$ cat src/hdl/bcls_pkg.sv
// Shared types, constants and opcode table for the bytecode length and leader scanner.
`default_nettype none
package bcls_pkg;

    localparam int OFS_W  = 24;
    localparam int ROM_SIZE = 181;

    localparam logic [2:0] KIND_UNK = 3'd0;
    localparam logic [2:0] KIND_FIX = 3'd1;
    localparam logic [2:0] KIND_STR = 3'd2;
    localparam logic [2:0] KIND_BLK = 3'd3;
    localparam logic [2:0] KIND_SW  = 3'd4;

    localparam logic [7:0] OP_JMP_FIRST = 8'd25;
    localparam logic [7:0] OP_JMP_LAST  = 8'd33;
    localparam logic [7:0] OP_JMP_SW_LAST = 8'd27;
    localparam logic [7:0] SW_LIT_NUM = 8'd97;
    localparam logic [7:0] SW_LIT_STR = 8'd106;
    localparam logic [7:0] SW_LIT_NIL = 8'd100;
    localparam logic [7:0] SW_JMP_BIAS = 8'd24;

    typedef enum logic [2:0] {
        ST_OK        = 3'd0,
        ST_UNKNOWN   = 3'd1,
        ST_TRUNCATED = 3'd2,
        ST_BAD_TGT   = 3'd3,
        ST_BAD_SW    = 3'd4
    } status_t;

    typedef enum logic [3:0] {
        PH_OPC      = 4'd0,
        PH_OPND     = 4'd1,
        PH_HDR      = 4'd2,
        PH_SKIP     = 4'd3,
        PH_SWLIT    = 4'd4,
        PH_SWLSKIP  = 4'd5,
        PH_SWSTRLEN = 4'd6,
        PH_SWJMP    = 4'd7,
        PH_SWJSKIP  = 4'd8
    } phase_t;

    typedef struct packed {
        logic [OFS_W-1:0] pos;
        logic [OFS_W-1:0] start;
        logic [7:0]       opc;
        phase_t           phase;
        logic [OFS_W-1:0] acc;
        logic [OFS_W-1:0] left;
        logic [15:0]      cases;
        logic             sup_flag;
        logic             stopped;
    } scan_state_t;

    typedef struct packed {
        logic [OFS_W-1:0] instr_offset;
        logic [7:0]       opcode;
        logic [OFS_W-1:0] instr_length;
        logic             supported;
        logic             is_jump;
        logic [OFS_W-1:0] jump_target;
        logic             mark_target;
        logic             mark_fallthrough;
        status_t          status;
        logic             done_res;
        logic             all_supported;
    } scan_result_t;

    // Bits 3:0 fixed length or header size, bits 6:4 length kind, bit 7 supported.
    localparam logic [7:0] OP_ROM [0:ROM_SIZE-1] = '{
        8'h91,8'h91,8'h91,8'h93,8'h93,8'h91,8'h11,8'h91,8'h91,8'h91,
        8'h91,8'h93,8'h92,8'h93,8'h91,8'h91,8'h91,8'h91,8'h91,8'h93,
        8'h92,8'h91,8'h19,8'h91,8'h11,8'h92,8'h93,8'h94,8'h92,8'h93,
        8'h94,8'h92,8'h93,8'h94,8'h91,8'h91,8'h93,8'h00,8'h92,8'h92,
        8'h92,8'h93,8'h92,8'h91,8'h92,8'h92,8'h91,8'h91,8'h93,8'h91,
        8'h91,8'h00,8'h00,8'h00,8'h00,8'h00,8'h00,8'h00,8'h00,8'h32,
        8'h00,8'h00,8'h00,8'h00,8'h00,8'h91,8'h91,8'h91,8'h91,8'h91,
        8'h91,8'h14,8'h91,8'h91,8'h91,8'h93,8'h92,8'h93,8'h93,8'h93,
        8'h92,8'h93,8'h93,8'h93,8'h91,8'h91,8'h93,8'h92,8'h93,8'hB2,
        8'hB1,8'h93,8'h92,8'h93,8'h93,8'h92,8'h93,8'h95,8'h93,8'h93,
        8'h91,8'h9B,8'h91,8'h93,8'h93,8'hA2,8'hA1,8'h93,8'h92,8'h93,
        8'h91,8'h93,8'h92,8'h14,8'h14,8'h11,8'h13,8'h15,8'h00,8'h91,
        8'h91,8'h91,8'h91,8'h93,8'h93,8'h22,8'h94,8'h91,8'h99,8'h93,
        8'h91,8'h91,8'h91,8'hC2,8'h15,8'h91,8'h91,8'h91,8'h91,8'h91,
        8'h91,8'h91,8'h91,8'h91,8'h93,8'h91,8'h93,8'h91,8'h91,8'h13,
        8'h14,8'h14,8'h00,8'h95,8'h91,8'h91,8'h91,8'h91,8'h91,8'h33,
        8'h23,8'hB3,8'hA3,8'h12,8'h11,8'h91,8'h14,8'h14,8'h11,8'h91,
        8'h91,8'h91,8'h91,8'h93,8'h93,8'h93,8'h93,8'h93,8'h11,8'h00,
        8'h91
    };

    function automatic logic [7:0] rom_entry(input logic [7:0] op);
        logic [7:0] e;
        e = 8'h00;
        if (op < 8'(ROM_SIZE)) begin
            e = OP_ROM[op];
        end
        return e;
    endfunction

endpackage
`default_nettype wire

$ cat src/hdl/bcls_step.sv
// Combinational decode of one bytecode byte: next scan state and the result it produces.
`default_nettype none
module bcls_step (
    input  wire bcls_pkg::scan_state_t  cur,
    input  wire [7:0]                   code_byte,
    input  wire [bcls_pkg::OFS_W-1:0]   code_size,
    output bcls_pkg::scan_state_t       nxt,
    output logic                        has_result,
    output bcls_pkg::scan_result_t      res
);
    import bcls_pkg::*;

    logic [OFS_W:0]   pos_p1;
    logic             last;
    logic [OFS_W-1:0] start;
    logic [7:0]       op;
    logic [7:0]       info;
    logic [2:0]       kind;
    logic [3:0]       hsz;
    logic             sup;
    logic             jmp;
    logic             complete;
    status_t          st;
    logic [1:0]       idx;
    logic [OFS_W-1:0] acc_new;
    logic [OFS_W-1:0] left_dec;
    logic [OFS_W+1:0] sum_w;
    logic [OFS_W+1:0] disp;
    logic [OFS_W+1:0] tgt;
    logic [OFS_W-1:0] len;
    logic             mt;
    logic             mf;
    logic             sup_next;

    always_comb begin
        pos_p1 = {1'b0, cur.pos} + 1'b1;
        last   = (pos_p1 == {1'b0, code_size});
        start  = (cur.phase == PH_OPC) ? cur.pos : cur.start;
        op     = (cur.phase == PH_OPC) ? code_byte : cur.opc;
        info   = rom_entry(op);
        kind   = info[6:4];
        sup    = info[7];
        hsz    = info[3:0];
        if (kind == KIND_FIX) begin
            hsz = info[3:0] - 4'd1;
        end else if (kind == KIND_SW) begin
            hsz = 4'd2;
        end
        jmp = (op >= OP_JMP_FIRST) && (op <= OP_JMP_LAST);

        nxt       = cur;
        nxt.pos   = pos_p1[OFS_W-1:0];
        nxt.start = start;
        nxt.opc   = op;
        complete  = 1'b0;
        st        = ST_OK;
        idx       = 2'(hsz - 4'(cur.left[3:0]));
        acc_new   = cur.acc | (OFS_W'(code_byte) << (5'd8 * 5'(idx)));
        left_dec  = cur.left - 1'b1;
        sum_w     = '0;

        unique case (cur.phase)
            PH_OPC: begin
                nxt.acc = '0;
                if (kind == KIND_UNK || kind > KIND_SW) begin
                    st = ST_UNKNOWN;
                end else if (kind == KIND_FIX) begin
                    sum_w = {2'b0, start} + (OFS_W+2)'(hsz) + 1'b1;
                    if (sum_w > {2'b0, code_size}) begin
                        st = ST_TRUNCATED;
                    end else if (hsz == 4'd0) begin
                        complete = 1'b1;
                    end else begin
                        nxt.phase = PH_OPND;
                        nxt.left  = OFS_W'(hsz);
                    end
                end else begin
                    nxt.phase = PH_HDR;
                    nxt.left  = OFS_W'(hsz);
                end
            end
            PH_OPND, PH_HDR: begin
                nxt.acc  = acc_new;
                nxt.left = left_dec;
                if (left_dec == '0) begin
                    if (cur.phase == PH_OPND) begin
                        complete = 1'b1;
                    end else if (kind == KIND_STR) begin
                        sum_w = {2'b0, start} + 1'b1 + (OFS_W+2)'(hsz) + {2'b0, acc_new};
                        if (sum_w > {2'b0, code_size}) begin
                            st = ST_TRUNCATED;
                        end else if (acc_new == '0) begin
                            complete = 1'b1;
                        end else begin
                            nxt.phase = PH_SKIP;
                            nxt.left  = acc_new;
                        end
                    end else if (kind == KIND_BLK) begin
                        sum_w = {2'b0, start} + {2'b0, acc_new};
                        if (acc_new < OFS_W'(hsz) + 1'b1) begin
                            st = ST_UNKNOWN;
                        end else if (sum_w > {2'b0, code_size}) begin
                            st = ST_TRUNCATED;
                        end else if (acc_new == OFS_W'(hsz) + 1'b1) begin
                            complete = 1'b1;
                        end else begin
                            nxt.phase = PH_SKIP;
                            nxt.left  = acc_new - 1'b1 - OFS_W'(hsz);
                        end
                    end else begin
                        nxt.cases = acc_new[15:0];
                        if (acc_new[15:0] == 16'd0) begin
                            complete = 1'b1;
                        end else begin
                            nxt.phase = PH_SWLIT;
                        end
                    end
                end
            end
            PH_SKIP: begin
                nxt.left = left_dec;
                complete = (left_dec == '0);
            end
            PH_SWLIT: begin
                if (code_byte == SW_LIT_NUM) begin
                    nxt.phase = PH_SWLSKIP;
                    nxt.left  = OFS_W'(4);
                end else if (code_byte == SW_LIT_STR) begin
                    nxt.phase = PH_SWSTRLEN;
                end else if (code_byte == SW_LIT_NIL) begin
                    nxt.phase = PH_SWJMP;
                end else begin
                    st = ST_BAD_SW;
                end
            end
            PH_SWLSKIP: begin
                nxt.left = left_dec;
                if (left_dec == '0) begin
                    nxt.phase = PH_SWJMP;
                end
            end
            PH_SWSTRLEN: begin
                if (code_byte == 8'd0) begin
                    nxt.phase = PH_SWJMP;
                end else begin
                    nxt.phase = PH_SWLSKIP;
                    nxt.left  = OFS_W'(code_byte);
                end
            end
            PH_SWJMP: begin
                if (code_byte >= OP_JMP_FIRST && code_byte <= OP_JMP_SW_LAST) begin
                    nxt.phase = PH_SWJSKIP;
                    nxt.left  = OFS_W'(code_byte - SW_JMP_BIAS);
                end else begin
                    st = ST_BAD_SW;
                end
            end
            PH_SWJSKIP: begin
                nxt.left = left_dec;
                if (left_dec == '0) begin
                    nxt.cases = cur.cases - 1'b1;
                    if (cur.cases == 16'd1) begin
                        complete = 1'b1;
                    end else begin
                        nxt.phase = PH_SWLIT;
                    end
                end
            end
            default: st = ST_UNKNOWN;
        endcase

        // Running out of code in the middle of an instruction.
        if (st == ST_OK && !complete && last) begin
            st = ST_TRUNCATED;
        end

        // Displacement width follows the operand size of the jump opcode.
        unique case (hsz[1:0])
            2'd1:    disp = {{(OFS_W-6){nxt.acc[7]}}, nxt.acc[7:0]};
            2'd2:    disp = {{(OFS_W-14){nxt.acc[15]}}, nxt.acc[15:0]};
            2'd3:    disp = {{2{nxt.acc[OFS_W-1]}}, nxt.acc};
            default: disp = '0;
        endcase
        tgt = {2'b0, start} + disp;
        len = pos_p1[OFS_W-1:0] - start;
        mt  = 1'b0;
        mf  = 1'b0;
        // The target is only checked once the whole displacement has arrived.
        if (st == ST_OK && complete && jmp) begin
            if (tgt[OFS_W+1] || tgt[OFS_W:0] > {1'b0, code_size}) begin
                st = ST_BAD_TGT;
            end else begin
                mt = tgt[OFS_W:0] < {1'b0, code_size};
                mf = pos_p1 < {1'b0, code_size};
            end
        end

        has_result = (st != ST_OK) || complete;
        sup_next   = cur.sup_flag & sup;
        if (has_result) begin
            nxt.phase = PH_OPC;
            if (st == ST_OK) begin
                nxt.sup_flag = sup_next;
            end else begin
                nxt.stopped = 1'b1;
            end
        end

        res.instr_offset     = start;
        res.opcode           = op;
        res.instr_length     = (st == ST_OK) ? len : '0;
        res.supported        = sup;
        res.is_jump          = jmp;
        res.jump_target      = (jmp && (st == ST_OK || st == ST_BAD_TGT)) ?
                               tgt[OFS_W-1:0] : '0;
        res.mark_target      = mt;
        res.mark_fallthrough = mf;
        res.status           = st;
        res.done_res         = (st != ST_OK) || last;
        res.all_supported    = nxt.sup_flag;
    end

endmodule
`default_nettype wire

$ cat src/hdl/bytecode_length_and_leader_scan.sv
// Top level of the bytecode length and leader scanner: scan state and result registers.
//
//  channel | ports                    | carries
//  --------+--------------------------+-------------------------------------
//  input   | s_valid/s_ready          | one bytecode byte per transaction
//  result  | m_valid/m_ready          | one finished instruction or error
//  config  | cfg_wr_en/cfg_wr_data    | code_size; a write restarts the scan
//
// Bytes are decoded combinationally. The decode state advances at the edge that takes a
// byte; the output register is loaded at the edge that takes an instruction's last byte.
// s_ready stays high while the output register is empty or being drained, so bytes
// stream at one per cycle unless the result side stalls.
// Reset clears code_size to zero, so all bytes are ignored until it is written.
`default_nettype none
module bytecode_length_and_leader_scan (
    input  wire                          aclk,
    input  wire                          aresetn,
    input  wire                          cfg_wr_en,
    input  wire [bcls_pkg::OFS_W-1:0]    cfg_wr_data,
    input  wire                          s_valid,
    output logic                         s_ready,
    input  wire [7:0]                    s_code_byte,
    output logic                         m_valid,
    input  wire                          m_ready,
    output logic [bcls_pkg::OFS_W-1:0]   m_instr_offset,
    output logic [7:0]                   m_opcode,
    output logic [bcls_pkg::OFS_W-1:0]   m_instr_length,
    output logic                         m_supported,
    output logic                         m_is_jump,
    output logic [bcls_pkg::OFS_W-1:0]   m_jump_target,
    output logic                         m_mark_target,
    output logic                         m_mark_fallthrough,
    output logic [2:0]                   m_status,
    output logic                         m_done_res,
    output logic                         m_all_supported
);
    import bcls_pkg::*;

    localparam scan_state_t STATE_RESET = '{
        pos: '0, start: '0, opc: 8'd0, phase: PH_OPC, acc: '0, left: '0,
        cases: 16'd0, sup_flag: 1'b1, stopped: 1'b0
    };

    scan_state_t      state_reg;
    scan_state_t      state_next;
    scan_result_t     res_reg;
    scan_result_t     res_next;
    logic             m_valid_reg;
    logic [OFS_W-1:0] code_size_reg;
    logic             has_result;
    logic             accept;
    logic             active;

    bcls_step u_step (
        .cur        (state_reg),
        .code_byte  (s_code_byte),
        .code_size  (code_size_reg),
        .nxt        (state_next),
        .has_result (has_result),
        .res        (res_next)
    );

    assign s_ready = !m_valid_reg || m_ready;
    assign accept  = s_valid && s_ready;
    // Bytes after an error or past the end of the function are dropped.
    assign active  = !state_reg.stopped && (state_reg.pos < code_size_reg);

    always_ff @(posedge aclk) begin
        if (!aresetn) begin
            state_reg     <= STATE_RESET;
            code_size_reg <= '0;
            m_valid_reg   <= 1'b0;
        end else if (cfg_wr_en) begin
            state_reg     <= STATE_RESET;
            code_size_reg <= cfg_wr_data;
            if (m_ready) begin
                m_valid_reg <= 1'b0;
            end
        end else begin
            if (accept && active) begin
                state_reg <= state_next;
            end
            if (accept && active && has_result) begin
                m_valid_reg <= 1'b1;
            end else if (m_ready) begin
                m_valid_reg <= 1'b0;
            end
        end
    end

    always_ff @(posedge aclk) begin
        if (accept && active && has_result) begin
            res_reg <= res_next;
        end
    end

    assign m_valid            = m_valid_reg;
    assign m_instr_offset     = res_reg.instr_offset;
    assign m_opcode           = res_reg.opcode;
    assign m_instr_length     = res_reg.instr_length;
    assign m_supported        = res_reg.supported;
    assign m_is_jump          = res_reg.is_jump;
    assign m_jump_target      = res_reg.jump_target;
    assign m_mark_target      = res_reg.mark_target;
    assign m_mark_fallthrough = res_reg.mark_fallthrough;
    assign m_status           = res_reg.status;
    assign m_done_res         = res_reg.done_res;
    assign m_all_supported    = res_reg.all_supported;

endmodule
`default_nettype wire

$ cat config.mk
export PLATFORM = sky130hd
export DESIGN_NAME = bytecode_length_and_leader_scan
export DESIGN_NICKNAME = d
export VERILOG_FILES = /design/src/hdl/bcls_pkg.sv /design/src/hdl/bcls_step.sv /design/src/hdl/bytecode_length_and_leader_scan.sv
export SDC_FILE = /design/constraint.sdc
export NUM_CORES = 1
export LEC_CHECK = 0
export BUFFER_PORTS_ARGS = -buffer_cell sky130_fd_sc_hd__buf_4
export CAP_MARGIN = 20
export CORE_MARGIN = 1
export CORE_UTILIZATION = 50
export CTS_CLUSTER_DIAMETER = 50
export CTS_CLUSTER_SIZE = 24
export DETAILED_ROUTE_END_ITERATION = 16
export PLACE_DENSITY_LB_ADDON = 0.25
export SETUP_SLACK_MARGIN = 0.2
export SYNTH_ARGS = -nofsm -noshare
export SYNTH_HDL_FRONTEND = slang
export SYNTH_HIERARCHICAL = 1
export SYNTH_SLANG_ARGS = --single-unit
export TNS_END_PERCENT = 10
$ cat constraint.sdc
create_clock -name aclk -period 40.1 [get_ports aclk]
set_input_delay 4.01 -clock aclk [delete_from_list [all_inputs] [get_ports aclk]]
set_output_delay 4.01 -clock aclk [all_outputs]
set_load 0.005 [all_outputs]
* Word level (Yosys, flattened, before mapping) *
Memories as Yosys holds them, arrays and structs flattened.
Index checks and enable logic that the tools add are counted.

word-level totals
  flip-flop bits (word level) = 240
  latch bits = 0
  RAM bits = 0
  ROM bits = 2048
  input bits = 37
  output and inout port bits = 91
  word-level logic and storage cells = 249
  memories kept = 1

memories
  memory            words  width  read ports  clocked after Yosys merged registers in  wr ports  RTL line        source
  (name not given)  256    8      1           0                                        0         bcls_pkg.sv:95  e = OP_ROM[op];

cells by class
  add/sub/neg operators = 17
  multipliers = 0
  div/mod/pow operators = 0
  magnitude comparators = 15
  equal/unequal tests = 49
  shifts and indexed selects = 1
  multiplexer cells = 95
  bitwise logic cells = 6
  reductions and logical operators = 43

operators with widths
  cell                   count
  $mux 24                15
  $pmux 24 s6            1
  $mux 4                 24
  $mux 40                2
  $gt 26x24->1           3
  $pmux 26 s3            1
  $add 24x1->25 const B  2
  $lt 25x24->1           2
  $logic_not 24->1       2
  $lt 24x24->1           2
  $mux 16                3
  $pmux 24 s2            1
  $sub 24x1->24 const B  2
  $mux 3                 14
  $mux 8                 4
  $pmux 16 s2            1
  $pmux 4 s7             1
  $add 24x26->26         1
  $add 25x4->26          1
  $add 26x1->26 const B  1
  $add 26x24->26         1
  $add 24x24->25         1
  $add 24x4->25          1
  $eq 25x24->1           1
  other kinds (61)       139

* Depth between registers and ports, before layout *
  depth after elaboration = 35
  depth in mapped cells = 63
  depth with buffers taken out = 55

* By module *
Netlist, hierarchy kept.

modules (own cells, without submodules)
  module                           times used  cells an instance  area an instance (um^2)  seq. area each (um^2)
  bcls_step                        1           2458               16459.5                  0.0
  bytecode_length_and_leader_scan  1           803                9346.5                   5695.5

* Worst setup path before layout *
OpenSTA, ideal clock, no wires.

  path kind = input port to flip-flop
  start point = input s_code_byte[1]
  end point = register res_reg (netlist bit m_all_supported) (enable)
  library setup time = 0.457 ns
  arrival = 15.642 ns
  required time = 39.643 ns
  path slack = 24.001 ns
  stages on the path = 53
  buffers on the path = 4
  cell sequence = clkbuf_1 > inv_1 > nor2_1 > a21oi_1 > inv_1 > ha_1 > clkbuf_1 > o21ai_0 > o2bb2ai_1 > o22ai_1 > a21oi_1 > a211oi_2 > nor2b_1 > ha_1 > nor3_1 > or2_2 > inv_1 > ha_1 > (+17 left out) > a21o_1 > o21bai_1 > a21oi_1 > xnor2_1 > ha_1 > nor2b_1 > o21ai_0 > nand2b_1 > a21oi_1 > o311ai_0 > a221oi_1 > and2_1 > a21boi_0 > o22ai_1 > a31o_2 > a21oi_1 > nand2_1 > and2_1

RTL lines
  item                  RTL line                               source
  start, declared       bytecode_length_and_leader_scan.sv:22  input wire [7:0] s_code_byte,
  end signal, assigned  bytecode_length_and_leader_scan.sv:93  res_reg <= res_next;
  end, declared         bytecode_length_and_leader_scan.sv:46  scan_result_t res_reg;

==> results.toml <==
[status]
status = "finished, final reports clean"

[setup_path]
critPathLaunchType = "input port"
critPathArrivalTime_ns = 17.49
max_stage_delay_ns = 0.76
worstPathMaxFanout = 68
path_delay_family = "compound AO/OA/AOI/OAI gates"
worstPathRequired_ns = 40.28
cp_slowest_cell = "a221oi_1"
critPathKind = "in2reg"
worstSetupEndpointType = "flip-flop"
cp_num_buf_inv = 7

[global_route]
grt_pass1_wl_um = 147000
antenna_found_initial = 3
track_usage_pct = 36.3
grt_max_degree = 228
grt_pass1_vias = 23875
grt-ovfl-total = 0

[synthesis]
synth_top_cell_by_area = "ha_1"
synth_seq_area_share_pct = 22.1
synthTopCellsByArea = "ha_1 13%, dfxtp_1 12%, edfxtp_1 10%"
syn-num-nets = 3595
syn-cell-area_mm2 = 0.0258
synth_common_cells = "426 x nand2_1, 269 x ha_1, 231 x nor2_1, 223 x a21oi_1, 195 x inv_1"
synth-edff-count = 89
async_flop_share_pct = 0
ys.warnings.count = 6
synth.distinct_cells = 103
synth_top_area_share_pct = 13.0
ys_seq_elements = 240
yosysMostFrequentCell = "nand2_1"
ys.flop_type = "dfxtp_1"
syn_inst = 3261
syn_area_per_cell_um2 = 7.91

[power_and_ir_drop]
finalPower_mw = 1.11
vdd_ir_drop_max_mv = 0.0383
combPwrFrac_pct = 44.9
p_int_mw = 0.638
pwr-share-seq_pct = 25.4
power_frac_clock_pct = 29.6
p_leak_nw = 12.3
p_per_area_mw_per_mm2 = 39.5
sw_frac_of_total_pct = 42.4
p_switching_mw = 0.469

[floorplan]
rows = 82
die_w_um = 229
design.portCount = 128
core_area_mm2 = 0.0506
die_area_mm2 = 0.0525
die_h_um = 229
start_util_pct = 51.0

[placement]
io_buffer_count = 127
place_congestion = 1.02
dpl.hpwl_um = 75400

[sta]
slew_headroom_pct = 14.4
final_max_slew_viol_count = 0
final.min_clock_period_ns = 17.31
finalClockSkew_ns = 0.0158
final.setup.tns_ns = 0
setup_viol = 0
tightest_slew_ns = 1.28
hold_viol = 0
fmax_ghz = 0.0578
rsz0062_at_grt = "false"
post-route-period-util_pct = 43.2

[route]
ant_nets = 0
drcViolationCount = 0
vias_per_cell = 6.49
wirelength_um = 98400
drtIter0Drc = 3047
drtPass1Iterations = 6
wire_per_inst_um = 24.8
vias = 25802

[clock_network]
cts_resized = 0
cts_tree = "done"
clockRootBuffer = "clkbuf_16"
clock_tree.buffer_depth = 3
clk_pin_slew_ns = 0.06
cts_hold_buf = 0
numCtsBuffers = 36
postCtsSetupRepairBufs = 0
clk_latency_ns = 0.56
cts_max_level = 2
clock-sinks = 240

[finish]
largest_reg_flops = 126
n_antenna_cell = 0
final_util_pct = 55.4
syn_to_final_growth_pct = 8.64
final_nets = 3610
drive_above_1_share_pct = 9.45

[job]
drv_cap = 0

[min_path]
hold_class = "reg2reg"
[power by group through the flow]
stage	Combinational, mW	Clock (mW)	Sequential (mW)
final	0.497	0.328	0.281
after global routing	0.527	0.341	0.283
after CTS	0.480	0.332	0.282
after detailed placement	0.476	0	0.287
after global placement	0.474	0	0.286
after floorplan	0.320	0	0.287
[worst min-delay path, cell delays in order, from the launching register on]
cell and delay, ns:
dfxtp_1 0.31, nand2_1 0.05, mux2i_1 0.05
[metal layers]
layer	vias to the layer above	global-route usage (%)	share of wire, %
met5	-	0	0.022
met3	228	6.01	8.9
met2	1335	54.7	43
li1	11754	-	-
met1	12481	52.0	45
met4	4	12.4	3.5
[per-stage QoR]
step	worst slack (ns)	instances	cell area (um^2)	hold slack [ns]
floorplan	24.00	3261	25800	0.431
global placement	22.86	3909	26800	0.442
detailed placement	22.55	3910	26800	0.447
CTS	23.12	3975	28000	0.457
global route	22.01	3975	28000	0.466
finish	22.79	3975	28000	0.457
[layout by cell type (no fill, tap or decap), types with 28 or more instances in the layout]
cell	instances
nand2_1	426
ha_1	269
nor2_1	230
a21oi_1	223
inv_1	195
mux2i_1	192
buf_4	164
o21ai_0	156
dfxtp_1	151
nand3_1	102
xnor2_1	95
edfxtp_1	89
nor3_1	86
nor2b_1	66
a21o_1	63
and3_1	61
xor2_1	49
nand4_1	46
clkbuf_16	38
nor4_1	38
a31oi_1	37
o21a_1	36
nand2b_1	34
or3_1	33
fa_1	28
[cell type report]
cell class	instances	area (um^2)
clock inverters	23	249
repair buffers	165	1250
clock buffers	42	976
well taps	672	841
inverters	200	751
multi-input cells	2633	18300
flip-flops and latches	240	5700
fillers	4720	22500
[worst paths after layout]
| check | cells after the start | slack, ns | endpoint | start |
|---|---|---|---|---|
| worst max register to register | 47 | 24.79 | m_instr_length[3]$_DFFE_PP_ | state_reg[67]$_SDFFE_PP0P_ |
| worst min register to register | 2 | 0.46 | state_reg[99]$_SDFFE_PP0P_ | state_reg[99]$_SDFFE_PP0P_ |
| worst min-delay path | 2 | 0.46 | state_reg[99]$_SDFFE_PP0P_ | state_reg[99]$_SDFFE_PP0P_ |
| worst max-delay path | 51 | 22.79 | m_instr_length[3]$_DFFE_PP_ | s_code_byte[1] |
[cell families after synthesis]
group / after synthesis / share of synthesized area, %
simple gates: 1232 / 23.3
compound gates: 755 / 19.1
buf+inv: 388 / 7.28
fa+ha+maj: 299 / 15.3
flops: 240 / 22.1
mux: 203 / 8.06
xor+xnor: 144 / 4.89
Power figures use the tool's default switching activity.
